`src/hdl/stepper_accel_ramp_macros.svh`:
```
// assertion helpers shared by the ramp generator
`ifndef STEPPER_ACCEL_RAMP_MACROS_SVH
`define STEPPER_ACCEL_RAMP_MACROS_SVH

// same-cycle implication, disabled during reset
`define SAR_ASSERT_IMPLIES(label, clk, rst, cond, expr) \
   label: assert property (@(posedge clk) disable iff (rst) (cond) |-> (expr)) \
      else $error("ramp generator check failed");

// next-cycle implication, disabled during reset
`define SAR_ASSERT_NEXT(label, clk, rst, cond, expr) \
   label: assert property (@(posedge clk) disable iff (rst) (cond) |=> (expr)) \
      else $error("ramp generator sequencing check failed");

`endif

```
`src/hdl/sar_pkg.sv`:
```
package sar_pkg;

   typedef enum logic [1:0] {
      MS_IDLE   = 2'd0,
      MS_UP     = 2'd1,
      MS_CRUISE = 2'd2,
      MS_DOWN   = 2'd3
   } motor_state_type;

   localparam logic [1:0] OP_STEP  = 2'd0;
   localparam logic [1:0] OP_START = 2'd1;
   localparam logic [1:0] OP_STOP  = 2'd2;

   localparam logic [15:0] START_INTERVAL_RESET = 16'd10000;
   localparam logic [15:0] TOP_INTERVAL_RESET   = 16'd10;

   typedef struct packed {
      logic busy;
      logic done;
   } sqrt_stat_type;

endpackage

```
`src/hdl/sar_req_if.sv`:
```
interface sar_req_if;
   logic        valid;
   logic        ready;
   logic [1:0]  opcode;
   logic [15:0] target_interval;

   modport source (output valid, opcode, target_interval, input ready);
   modport sink   (input valid, opcode, target_interval, output ready);
endinterface

```
`src/hdl/sar_rsp_if.sv`:
```
interface sar_rsp_if;
   logic        valid;
   logic        ready;
   logic        step_pulse;
   logic [15:0] next_interval;
   logic [1:0]  motor_state;
   logic        stopped;

   modport source (output valid, step_pulse, next_interval, motor_state, stopped,
                   input ready);
   modport sink   (input valid, step_pulse, next_interval, motor_state, stopped,
                   output ready);
endinterface

```
`src/hdl/stepper_accel_ramp.sv`:
```
// stepper_accel_ramp: trapezoidal ramp generator for one stepper channel
// req channel: opcode (step event, start, stop) plus target_interval for start.
// rsp channel: one transaction per req transaction, carrying step_pulse,
//   next_interval (timer compare value), motor_state and stopped.
// csr_we/csr_wdata write start_interval at any clock edge with csr_we high.
// A step event during ramp-up or ramp-down evaluates two fixed-point square
// roots on one shared bit-serial root unit, each ROOT_BITS wide, where
// ROOT_BITS = ceil((COUNT_BITS + 33) / 2) (29 at the default), then one
// 16x17 multiply and an update step; the result then passes the emit state
// into the rsp register, and req.ready returns once the sequencer is back
// in idle, so a step event is accepted only after the last one is through.
// Other transactions go straight to the emit state. The root unit's
// iteration count sets the step rate.
// req.ready is high only while the sequencer is idle; a finished result sits
// in the rsp output register, so the next req can be accepted while it waits.
// When rsp.ready is low the result holds; a following result waits in the
// sequencer until the register frees up.
// Synchronous reset: idle state, step index one, top interval 10, last and
// start interval 10000, no rsp pending. No clearing pass is needed.
module stepper_accel_ramp #(
   parameter int COUNT_BITS = 24
) (
   input  logic        clock,
   input  logic        reset,
   sar_req_if.sink     req,
   sar_rsp_if.source   rsp,
   input  logic        csr_we,
   input  logic [15:0] csr_wdata
);
   import sar_pkg::*;

   localparam int ARG_BITS  = COUNT_BITS + 1;
   localparam int RAD_BITS  = ARG_BITS + 32 + ((ARG_BITS + 32) % 2);
   localparam int ROOT_BITS = RAD_BITS / 2;

   typedef enum logic [5:0] {
      SQ_IDLE    = 6'b000001,
      SQ_ROOT_LO = 6'b000010,
      SQ_ROOT_HI = 6'b000100,
      SQ_MUL     = 6'b001000,
      SQ_UPDATE  = 6'b010000,
      SQ_EMIT    = 6'b100000
   } seq_type;

   seq_type               seq_ff, seq_in;
   motor_state_type       ramp_state_ff, ramp_state_in;
   logic [COUNT_BITS-1:0] step_index_ff, step_index_in;
   logic [15:0]           top_interval_ff, top_interval_in;
   logic [15:0]           last_interval_ff, last_interval_in;
   logic [15:0]           start_interval_ff, start_interval_in;
   logic                  rsp_valid_ff, rsp_valid_in;

   logic [ROOT_BITS-1:0]  s_lo_ff, s_lo_in;
   logic [16:0]           d_ff, d_in;
   logic [32:0]           prod_ff, prod_in;
   logic                  pulse_ff, pulse_in;
   logic                  done_ff, done_in;
   logic                  rsp_pulse_ff, rsp_pulse_in;
   logic [15:0]           rsp_interval_ff, rsp_interval_in;
   logic [1:0]            rsp_state_ff, rsp_state_in;
   logic                  rsp_stopped_ff, rsp_stopped_in;

   logic                  sq_start;
   logic [ARG_BITS-1:0]   sq_arg;
   logic [ROOT_BITS-1:0]  sq_root;
   sqrt_stat_type         sq_stat;
   logic [ROOT_BITS-1:0]  root_diff;
   logic [15:0]           iv;

   sar_isqrt #(.ARG_BITS(ARG_BITS)) u_isqrt (
      .clock (clock),
      .reset (reset),
      .start (sq_start),
      .arg   (sq_arg),
      .root  (sq_root),
      .stat  (sq_stat)
   );

   assign root_diff = sq_root - s_lo_ff;
   assign iv        = prod_ff[31:16];

   always_comb begin
      seq_in            = seq_ff;
      ramp_state_in     = ramp_state_ff;
      step_index_in     = step_index_ff;
      top_interval_in   = top_interval_ff;
      last_interval_in  = last_interval_ff;
      start_interval_in = csr_we ? csr_wdata : start_interval_ff;
      rsp_valid_in      = rsp_valid_ff && !rsp.ready;
      s_lo_in           = s_lo_ff;
      d_in              = d_ff;
      prod_in           = prod_ff;
      pulse_in          = pulse_ff;
      done_in           = done_ff;
      rsp_pulse_in      = rsp_pulse_ff;
      rsp_interval_in   = rsp_interval_ff;
      rsp_state_in      = rsp_state_ff;
      rsp_stopped_in    = rsp_stopped_ff;
      sq_start          = 1'b0;
      sq_arg            = ARG_BITS'(step_index_ff);

      case (seq_ff)
         SQ_IDLE: begin
            if (req.valid) begin
               pulse_in = 1'b0;
               done_in  = 1'b0;
               seq_in   = SQ_EMIT;
               case (req.opcode)
                  OP_START: begin
                     top_interval_in = req.target_interval;
                     if (ramp_state_ff == MS_IDLE) ramp_state_in = MS_UP;
                  end
                  OP_STOP: begin
                     if (ramp_state_ff != MS_IDLE) ramp_state_in = MS_DOWN;
                  end
                  OP_STEP: begin
                     if (ramp_state_ff inside {MS_UP, MS_DOWN}) begin
                        sq_start = 1'b1;
                        seq_in   = SQ_ROOT_LO;
                     end else if (ramp_state_ff == MS_CRUISE) begin
                        pulse_in = 1'b1;
                     end
                  end
                  default: ;
               endcase
            end
         end
         SQ_ROOT_LO: begin
            // s(n) done, launch s(n+1)
            if (sq_stat.done) begin
               s_lo_in  = sq_root;
               sq_arg   = ARG_BITS'(step_index_ff) + ARG_BITS'(1);
               sq_start = 1'b1;
               seq_in   = SQ_ROOT_HI;
            end
         end
         SQ_ROOT_HI: begin
            if (sq_stat.done) begin
               d_in   = root_diff[16:0];
               seq_in = SQ_MUL;
            end
         end
         SQ_MUL: begin
            prod_in = 33'(start_interval_ff) * 33'(d_ff);
            seq_in  = SQ_UPDATE;
         end
         SQ_UPDATE: begin
            pulse_in = 1'b1;
            seq_in   = SQ_EMIT;
            if (ramp_state_ff == MS_UP) begin
               if (iv <= top_interval_ff) begin
                  last_interval_in = top_interval_ff;
                  ramp_state_in    = MS_CRUISE;
               end else begin
                  last_interval_in = iv;
                  if (step_index_ff != '1) step_index_in = step_index_ff + COUNT_BITS'(1);
               end
            end else begin
               if (iv >= start_interval_ff) begin
                  last_interval_in = start_interval_ff;
                  step_index_in    = COUNT_BITS'(1);
                  ramp_state_in    = MS_IDLE;
                  done_in          = 1'b1;
               end else begin
                  last_interval_in = iv;
                  if (step_index_ff != '0) step_index_in = step_index_ff - COUNT_BITS'(1);
               end
            end
         end
         SQ_EMIT: begin
            if (!rsp_valid_ff || rsp.ready) begin
               rsp_valid_in    = 1'b1;
               rsp_pulse_in    = pulse_ff;
               rsp_interval_in = last_interval_ff;
               rsp_state_in    = ramp_state_ff;
               rsp_stopped_in  = done_ff;
               seq_in          = SQ_IDLE;
            end
         end
         default: seq_in = SQ_IDLE;
      endcase
   end

   always_ff @(posedge clock) begin
      if (reset) begin
         seq_ff            <= SQ_IDLE;
         ramp_state_ff     <= MS_IDLE;
         step_index_ff     <= COUNT_BITS'(1);
         top_interval_ff   <= TOP_INTERVAL_RESET;
         last_interval_ff  <= START_INTERVAL_RESET;
         start_interval_ff <= START_INTERVAL_RESET;
         rsp_valid_ff      <= 1'b0;
      end else begin
         seq_ff            <= seq_in;
         ramp_state_ff     <= ramp_state_in;
         step_index_ff     <= step_index_in;
         top_interval_ff   <= top_interval_in;
         last_interval_ff  <= last_interval_in;
         start_interval_ff <= start_interval_in;
         rsp_valid_ff      <= rsp_valid_in;
      end
   end

   always_ff @(posedge clock) begin
      s_lo_ff         <= s_lo_in;
      d_ff            <= d_in;
      prod_ff         <= prod_in;
      pulse_ff        <= pulse_in;
      done_ff         <= done_in;
      rsp_pulse_ff    <= rsp_pulse_in;
      rsp_interval_ff <= rsp_interval_in;
      rsp_state_ff    <= rsp_state_in;
      rsp_stopped_ff  <= rsp_stopped_in;
   end

   assign req.ready         = (seq_ff == SQ_IDLE);
   assign rsp.valid         = rsp_valid_ff;
   assign rsp.step_pulse    = rsp_pulse_ff;
   assign rsp.next_interval = rsp_interval_ff;
   assign rsp.motor_state   = rsp_state_ff;
   assign rsp.stopped       = rsp_stopped_ff;

`include "stepper_accel_ramp_macros.svh"

   `SAR_ASSERT_NEXT(a_busy_after_req, clock, reset, req.valid && req.ready, seq_ff != SQ_IDLE)
   `SAR_ASSERT_IMPLIES(a_root_done_in_seq, clock, reset, sq_stat.done, seq_ff == SQ_ROOT_LO || seq_ff == SQ_ROOT_HI)
   `SAR_ASSERT_IMPLIES(a_stopped_is_idle, clock, reset, rsp_valid_ff && rsp_stopped_ff, rsp_state_ff == MS_IDLE && rsp_pulse_ff)
   `SAR_ASSERT_IMPLIES(a_up_index_nonzero, clock, reset, ramp_state_ff == MS_UP, step_index_ff != '0)

endmodule

```
`src/hdl/sar_isqrt.sv`:
```
module sar_isqrt #(
   parameter int ARG_BITS = 25,
   localparam int RAD_BITS = ARG_BITS + 32 + ((ARG_BITS + 32) % 2),
   localparam int ROOT_BITS = RAD_BITS / 2
) (
   input  logic                  clock,
   input  logic                  reset,
   input  logic                  start,
   input  logic [ARG_BITS-1:0]   arg,
   output logic [ROOT_BITS-1:0]  root,
   output sar_pkg::sqrt_stat_type stat
);
   import sar_pkg::*;

   localparam int REM_BITS = ROOT_BITS + 2;
   localparam int CNT_W    = $clog2(ROOT_BITS + 1);

   logic [RAD_BITS-1:0]  rad_ff, rad_in;
   logic [REM_BITS-1:0]  rem_ff, rem_in;
   logic [ROOT_BITS-1:0] root_ff, root_in;
   logic [CNT_W-1:0]     cnt_ff, cnt_in;
   logic                 busy_ff, busy_in;
   logic                 done_ff, done_in;

   logic [REM_BITS-1:0]  rem_sh;
   logic [REM_BITS-1:0]  trial;
   logic                 fits;

   // one root bit per cycle: shift in two radicand bits, try 4q+1
   assign rem_sh = {rem_ff[REM_BITS-3:0], rad_ff[RAD_BITS-1 -: 2]};
   assign trial  = {root_ff, 2'b01};
   assign fits   = rem_sh >= trial;

   always_comb begin
      rad_in  = rad_ff;
      rem_in  = rem_ff;
      root_in = root_ff;
      cnt_in  = cnt_ff;
      busy_in = busy_ff;
      done_in = 1'b0;
      if (busy_ff) begin
         rad_in = {rad_ff[RAD_BITS-3:0], 2'b00};
         if (fits) begin
            rem_in  = rem_sh - trial;
            root_in = {root_ff[ROOT_BITS-2:0], 1'b1};
         end else begin
            rem_in  = rem_sh;
            root_in = {root_ff[ROOT_BITS-2:0], 1'b0};
         end
         cnt_in = cnt_ff - CNT_W'(1);
         if (cnt_ff == CNT_W'(1)) begin
            busy_in = 1'b0;
            done_in = 1'b1;
         end
      end else if (start) begin
         rad_in  = RAD_BITS'({arg, 32'h0});
         rem_in  = '0;
         root_in = '0;
         cnt_in  = CNT_W'(ROOT_BITS);
         busy_in = 1'b1;
      end
   end

   always_ff @(posedge clock) begin
      if (reset) begin
         busy_ff <= 1'b0;
         done_ff <= 1'b0;
         cnt_ff  <= '0;
      end else begin
         busy_ff <= busy_in;
         done_ff <= done_in;
         cnt_ff  <= cnt_in;
      end
   end

   always_ff @(posedge clock) begin
      rad_ff  <= rad_in;
      rem_ff  <= rem_in;
      root_ff <= root_in;
   end

   assign root      = root_ff;
   assign stat.busy = busy_ff;
   assign stat.done = done_ff;

endmodule
```
`src/flat_wrapper.sv`:
```
// flat-port wrapper written by rule: the top's interface ports become plain ports
module stepper_accel_ramp_flat import sar_pkg::*;
#(
   parameter int COUNT_BITS = 24
)
  (clock, reset, csr_we, csr_wdata, req_valid, req_opcode, req_target_interval, req_ready, rsp_valid, rsp_step_pulse, rsp_next_interval, rsp_motor_state, rsp_stopped, rsp_ready);
  sar_req_if req_i ();
  sar_rsp_if rsp_i ();
  input  logic clock;
  input  logic reset;
  input  logic csr_we;
  input  logic [15:0] csr_wdata;
  input wire logic [$bits(req_i.valid)-1:0] req_valid;
  input wire logic [$bits(req_i.opcode)-1:0] req_opcode;
  input wire logic [$bits(req_i.target_interval)-1:0] req_target_interval;
  output wire logic [$bits(req_i.ready)-1:0] req_ready;
  output wire logic [$bits(rsp_i.valid)-1:0] rsp_valid;
  output wire logic [$bits(rsp_i.step_pulse)-1:0] rsp_step_pulse;
  output wire logic [$bits(rsp_i.next_interval)-1:0] rsp_next_interval;
  output wire logic [$bits(rsp_i.motor_state)-1:0] rsp_motor_state;
  output wire logic [$bits(rsp_i.stopped)-1:0] rsp_stopped;
  input wire logic [$bits(rsp_i.ready)-1:0] rsp_ready;
  assign req_i.valid = req_valid;
  assign req_i.opcode = req_opcode;
  assign req_i.target_interval = req_target_interval;
  assign req_ready = req_i.ready;
  assign rsp_valid = rsp_i.valid;
  assign rsp_step_pulse = rsp_i.step_pulse;
  assign rsp_next_interval = rsp_i.next_interval;
  assign rsp_motor_state = rsp_i.motor_state;
  assign rsp_stopped = rsp_i.stopped;
  assign rsp_i.ready = rsp_ready;
  stepper_accel_ramp #(.COUNT_BITS(COUNT_BITS)) u_core (.clock(clock), .reset(reset), .req(req_i), .rsp(rsp_i), .csr_we(csr_we), .csr_wdata(csr_wdata));
endmodule
```
`config.mk`:
```
export PLATFORM = sky130hd
export DESIGN_NAME = stepper_accel_ramp_flat
export DESIGN_NICKNAME = d
export VERILOG_FILES = /design/src/hdl/sar_pkg.sv /design/src/hdl/sar_req_if.sv /design/src/hdl/sar_rsp_if.sv /design/src/hdl/stepper_accel_ramp.sv /design/src/hdl/sar_isqrt.sv /design/src/flat_wrapper.sv
export VERILOG_INCLUDE_DIRS = /design/src /design/src/hdl
export SDC_FILE = /design/constraint.sdc
export NUM_CORES = 1
export LEC_CHECK = 0
export BUFFER_PORTS_ARGS = -buffer_cell sky130_fd_sc_hd__buf_2
export CORE_MARGIN = 8
export CORE_UTILIZATION = 29
export CTS_CLUSTER_SIZE = 30
export DETAILED_ROUTE_END_ITERATION = 7
export MAX_ROUTING_LAYER = met4
export PLACE_DENSITY_LB_ADDON = 0.3
export SLEW_MARGIN = 30
export SYNTH_ARGS = -nofsm -noshare
export SYNTH_HDL_FRONTEND = slang
export SYNTH_SLANG_ARGS = --single-unit
```
`constraint.sdc`:
```
create_clock -name clock -period 7.3 [get_ports clock]
set_clock_uncertainty 0.2 [all_clocks]
set_input_delay 0.365 -clock clock [delete_from_list [all_inputs] [get_ports clock]]
set_output_delay 0.365 -clock clock [all_outputs]
set_load 0.01 [all_outputs]
```
==> results.py <==
metrics = {
    "die": {
        "die_w_um": 291,
        "core_sq_mm": 0.0754,
        "ios": 61,
        "die_y_um": 291,
        "initial_core_util": 0.291,
        "die-area_sq_mm": 0.0848,
        "placementRows": 101,
    },
    "layout": {
        "filler_cell_count": 7763,
        "regArea_sq_mm": 0.00645,
        "mostFrequentLayoutCell": "inv_1",
        "syn2layout_area_growth_pct": 12.5,
        "drive_above_1_share": 0.0744,
        "nNetsFinal": 2869,
        "final_cell_mix": "360 x inv_1, 286 x nand2_1, 207 x fa_1, 185 x ha_1, 169 x nor2_1",
        "multi_input_area_sq_mm": 0.0138,
    },
    "worst_setup_path": {
        "timing.critical_path.buf_inv": 4,
        "path_class": "reg2reg",
        "cpPeakStageDelay_ns": 0.65,
        "start_kind": "flop",
        "cp.required_ns": 7.40,
        "cp.arrival_ns": 7.03,
        "crit_top_cell": "fa_1",
        "worstPathCellList": "buf_4 -> nand2_1 -> fa_1 -> fa_1 -> fa_1 -> fa_1 -> inv_1 -> fa_1 -> inv_1 -> fa_1 -> inv_1 -> ha_1 -> a211o_1 -> or3_1 -> o221ai_1 -> nand3_2 -> nand2_1 -> o21ai_0 -> or2_2 -> a21oi_1 -> xnor2_1",
        "critPathMaxFanout": 12,
        "end_kind": "flop",
        "path_delay_family": "adder cells",
        "cpMaxStageDelayCell": "dfxtp_1",
    },
    "placement": {
        "port_buffers": 60,
        "pre_cts_slack_ns": 0.246,
        "dp_hpwl_um": 43300,
        "globalplace.congestion": 0.886,
    },
    "sta": {
        "worst_pin_slew_ns": 0.891,
        "fin_ws_ns": 0.368,
        "fin_crit_ns": 6.93,
        "hold_viol_final": 0,
        "fin_tns_setup_ns": 0,
        "relSlewSlack": 0.406,
        "fin_crit_sh": 0.950,
        "whs_ns": 0.0206,
        "slew_violations": 0,
        "rsz0062_at_grt": "no",
        "fmax_mhz": 144,
        "finalSetupViolCount": 0,
    },
    "route": {
        "wl_per_cell_um": 16.5,
        "drc_errors": 0,
        "detail_route.vias_per_cell": 4.85,
        "drtPass1Iterations": 5,
        "drt.antenna.violating_nets": 0,
        "routed_wl_um": 56800,
        "drt_iter0_drc": 1079,
        "via_count": 16700,
    },
    "global_routing": {
        "grt.total_usage": 0.134,
        "antenna_found_initial": 0,
        "overflow": 0,
        "grt_max_degree": 72,
        "grt_pass1_vias": 17100,
        "grt_pass1_wl_um": 91900,
    },
    "logic_synthesis": {
        "yosysSeqAreaShare": 0.293,
        "synth_area_per_cell_sq_um": 9.23,
        "synth_enable_flop_cells": 156,
        "ys.flop_type": "edfxtp_1",
        "ys_warn_count": 0,
        "syn-num-nets": 2811,
        "syn_inst": 2380,
        "ys_seq_elements": 244,
        "synthArstFlopShare": 0,
        "syn_area_sq_mm": 0.0220,
        "synthDistinctLibCells": 73,
    },
    "job": {
        "cap_violations": 0,
    },
    "power": {
        "power_density_mw_per_mm2": 214,
        "p_leak_nw": 10.8,
        "peakVddDrop_v": 0.000230,
        "total_power_w": 0.00529,
    },
    "clocking": {
        "cts_tree": "yes",
        "cts-buffers-inserted": 27,
        "root_buffer": "clkbuf_16",
        "clk_path_buf_depth": 3,
        "clkSinkCount": 244,
        "htree_levels": 1,
        "clk_pin_slew_ns": 0.06,
        "clkLatencyLatePin_ns": 0.58,
    },
    "worst_hold_path": {
        "hold_path.class": "in2reg",
    },
    "outcome": {
        "status": "finished, final reports clean",
    },
}
==> cell type report <==
class | instances | area share
clock inverter | 16 | 0.00820
antenna | 1 | 0.000101
multi-input combinational | 1662 | 0.557
sequential | 244 | 0.261
clock buffer | 34 | 0.0297
inverter | 361 | 0.0548
timing repair buffer | 142 | 0.0402
tap | 978 | 0.0495
==> final timing paths <==
path                            cells past startpoint                                       end                                     start  slack (ns)
worst max-delay path                               21              u_core.prod_ff[27]$_DFFE_PP_  u_core.start_interval_ff[1]$_SDFFE_PP0P_        0.37
worst min-delay path                                3  u_core.start_interval_ff[5]$_SDFFE_PP0P_                              csr_wdata[5]        0.02
worst min register to register                      0     u_core.rsp.next_interval[8]$_DFFE_PP_   u_core.last_interval_ff[8]$_SDFFE_PP1P_        0.23
worst max register to register                     21              u_core.prod_ff[27]$_DFFE_PP_  u_core.start_interval_ff[1]$_SDFFE_PP0P_        0.37
==> Yosys cell counts, types with 43 or more instances <==
cell type,instances,area (sq um)
inv_1,361,1360
xnor2_1,58,508
mux2i_1,44,440
edfxtp_1,156,4680
a21oi_1,91,455
nor2_1,171,642
and2_1,125,782
fa_1,207,4140
dfxtp_1,88,1760
ha_1,185,2310
o21ai_0,88,440
nand2_1,286,1070
clkbuf_1,96,360
nor3_1,43,215
==> worst reg2reg max path: stages, from the launching register on <==
cell and delay [ns]:
dfxtp_1 0.65, buf_4 0.29, nand2_1 0.09, fa_1 0.51, fa_1 0.44, fa_1 0.43
fa_1 0.55, inv_1 0.05, fa_1 0.47, inv_1 0.05, fa_1 0.54, inv_1 0.04
ha_1 0.22, a211o_1 0.33, or3_1 0.34, o221ai_1 0.38, nand3_2 0.25, nand2_1 0.16
o21ai_0 0.13, or2_2 0.31, a21oi_1 0.18, xnor2_1 0.08
==> metrics by stage <==
| stage | utilization | std cells | area (sq um) |
|---|---|---|---|
| 3_5_place_dp | 0.311 | 3352 | 23400 |
| 3_3_place_gp | 0.310 | 3351 | 23400 |
| 4_1_cts | 0.327 | 3432 | 24700 |
| 5_1_grt | 0.328 | 3437 | 24700 |
| 2_1_floorplan | - | 2380 | 22000 |
| 6_report | 0.328 | 3438 | 24700 |
==> flip-flops by register name, summed over array words and instances (netlist names), 2 cells and up <==
name / count
u_core.s_lo_ff: 17
u_core.u_isqrt.root: 29
u_core.u_isqrt.cnt_ff: 5
u_core.prod_ff: 16
u_core.rsp.next_interval: 16
u_core.top_interval_ff: 16
u_core.start_interval_ff: 16
u_core.last_interval_ff: 16
u_core.u_isqrt.rem_ff: 29
u_core.step_index_ff: 24
u_core.seq_ff: 6
u_core.rsp.motor_state: 2
u_core.ramp_state_ff: 2
u_core.d_ff: 17
u_core.u_isqrt.rad_ff: 26
==> routing by layer <==
layer,up-vias,track usage,routed length [um]
li1,7995,-,-
met1,8229,0.181,26800
met2,380,0.217,26400
met3,74,0.0168,2460
met4,0,0.0290,1170
met5,-,-,0
==> logic make-up after synthesis <==
family / share of synthesized area
flip-flops: 0.293
adder cells (fa/ha/maj): 0.294
AND/OR/NAND/NOR: 0.169
AO/OA/AOI/OAI: 0.108
multiplexers: 0.0200
buffers and inverters: 0.0823
XOR/XNOR: 0.0335
==> where the power goes <==
part / switching, W / total, W / leakage [nW] / internal [W]
clock network: 0.000600 / 0.00146 / 0.451 / 0.000858
logic: 0.00131 / 0.00224 / 8.29 / 0.000923
registers: 0.0000311 / 0.00160 / 2.10 / 0.00157
total: 0.00195 / 0.00529 / 10.8 / 0.00335
==> repair_timing <==
| action | in CTS | in global routing |
|---|---|---|
| endpoints found under the setup margin | 0 | 2 |
| gates resized for setup | 0 | 1 |
| endpoints found under the hold margin | 31 | 0 |
| buffers inserted | 0 | 5 |
| hold buffers | 30 | 0 |
Power figures use the tool's default switching activity.
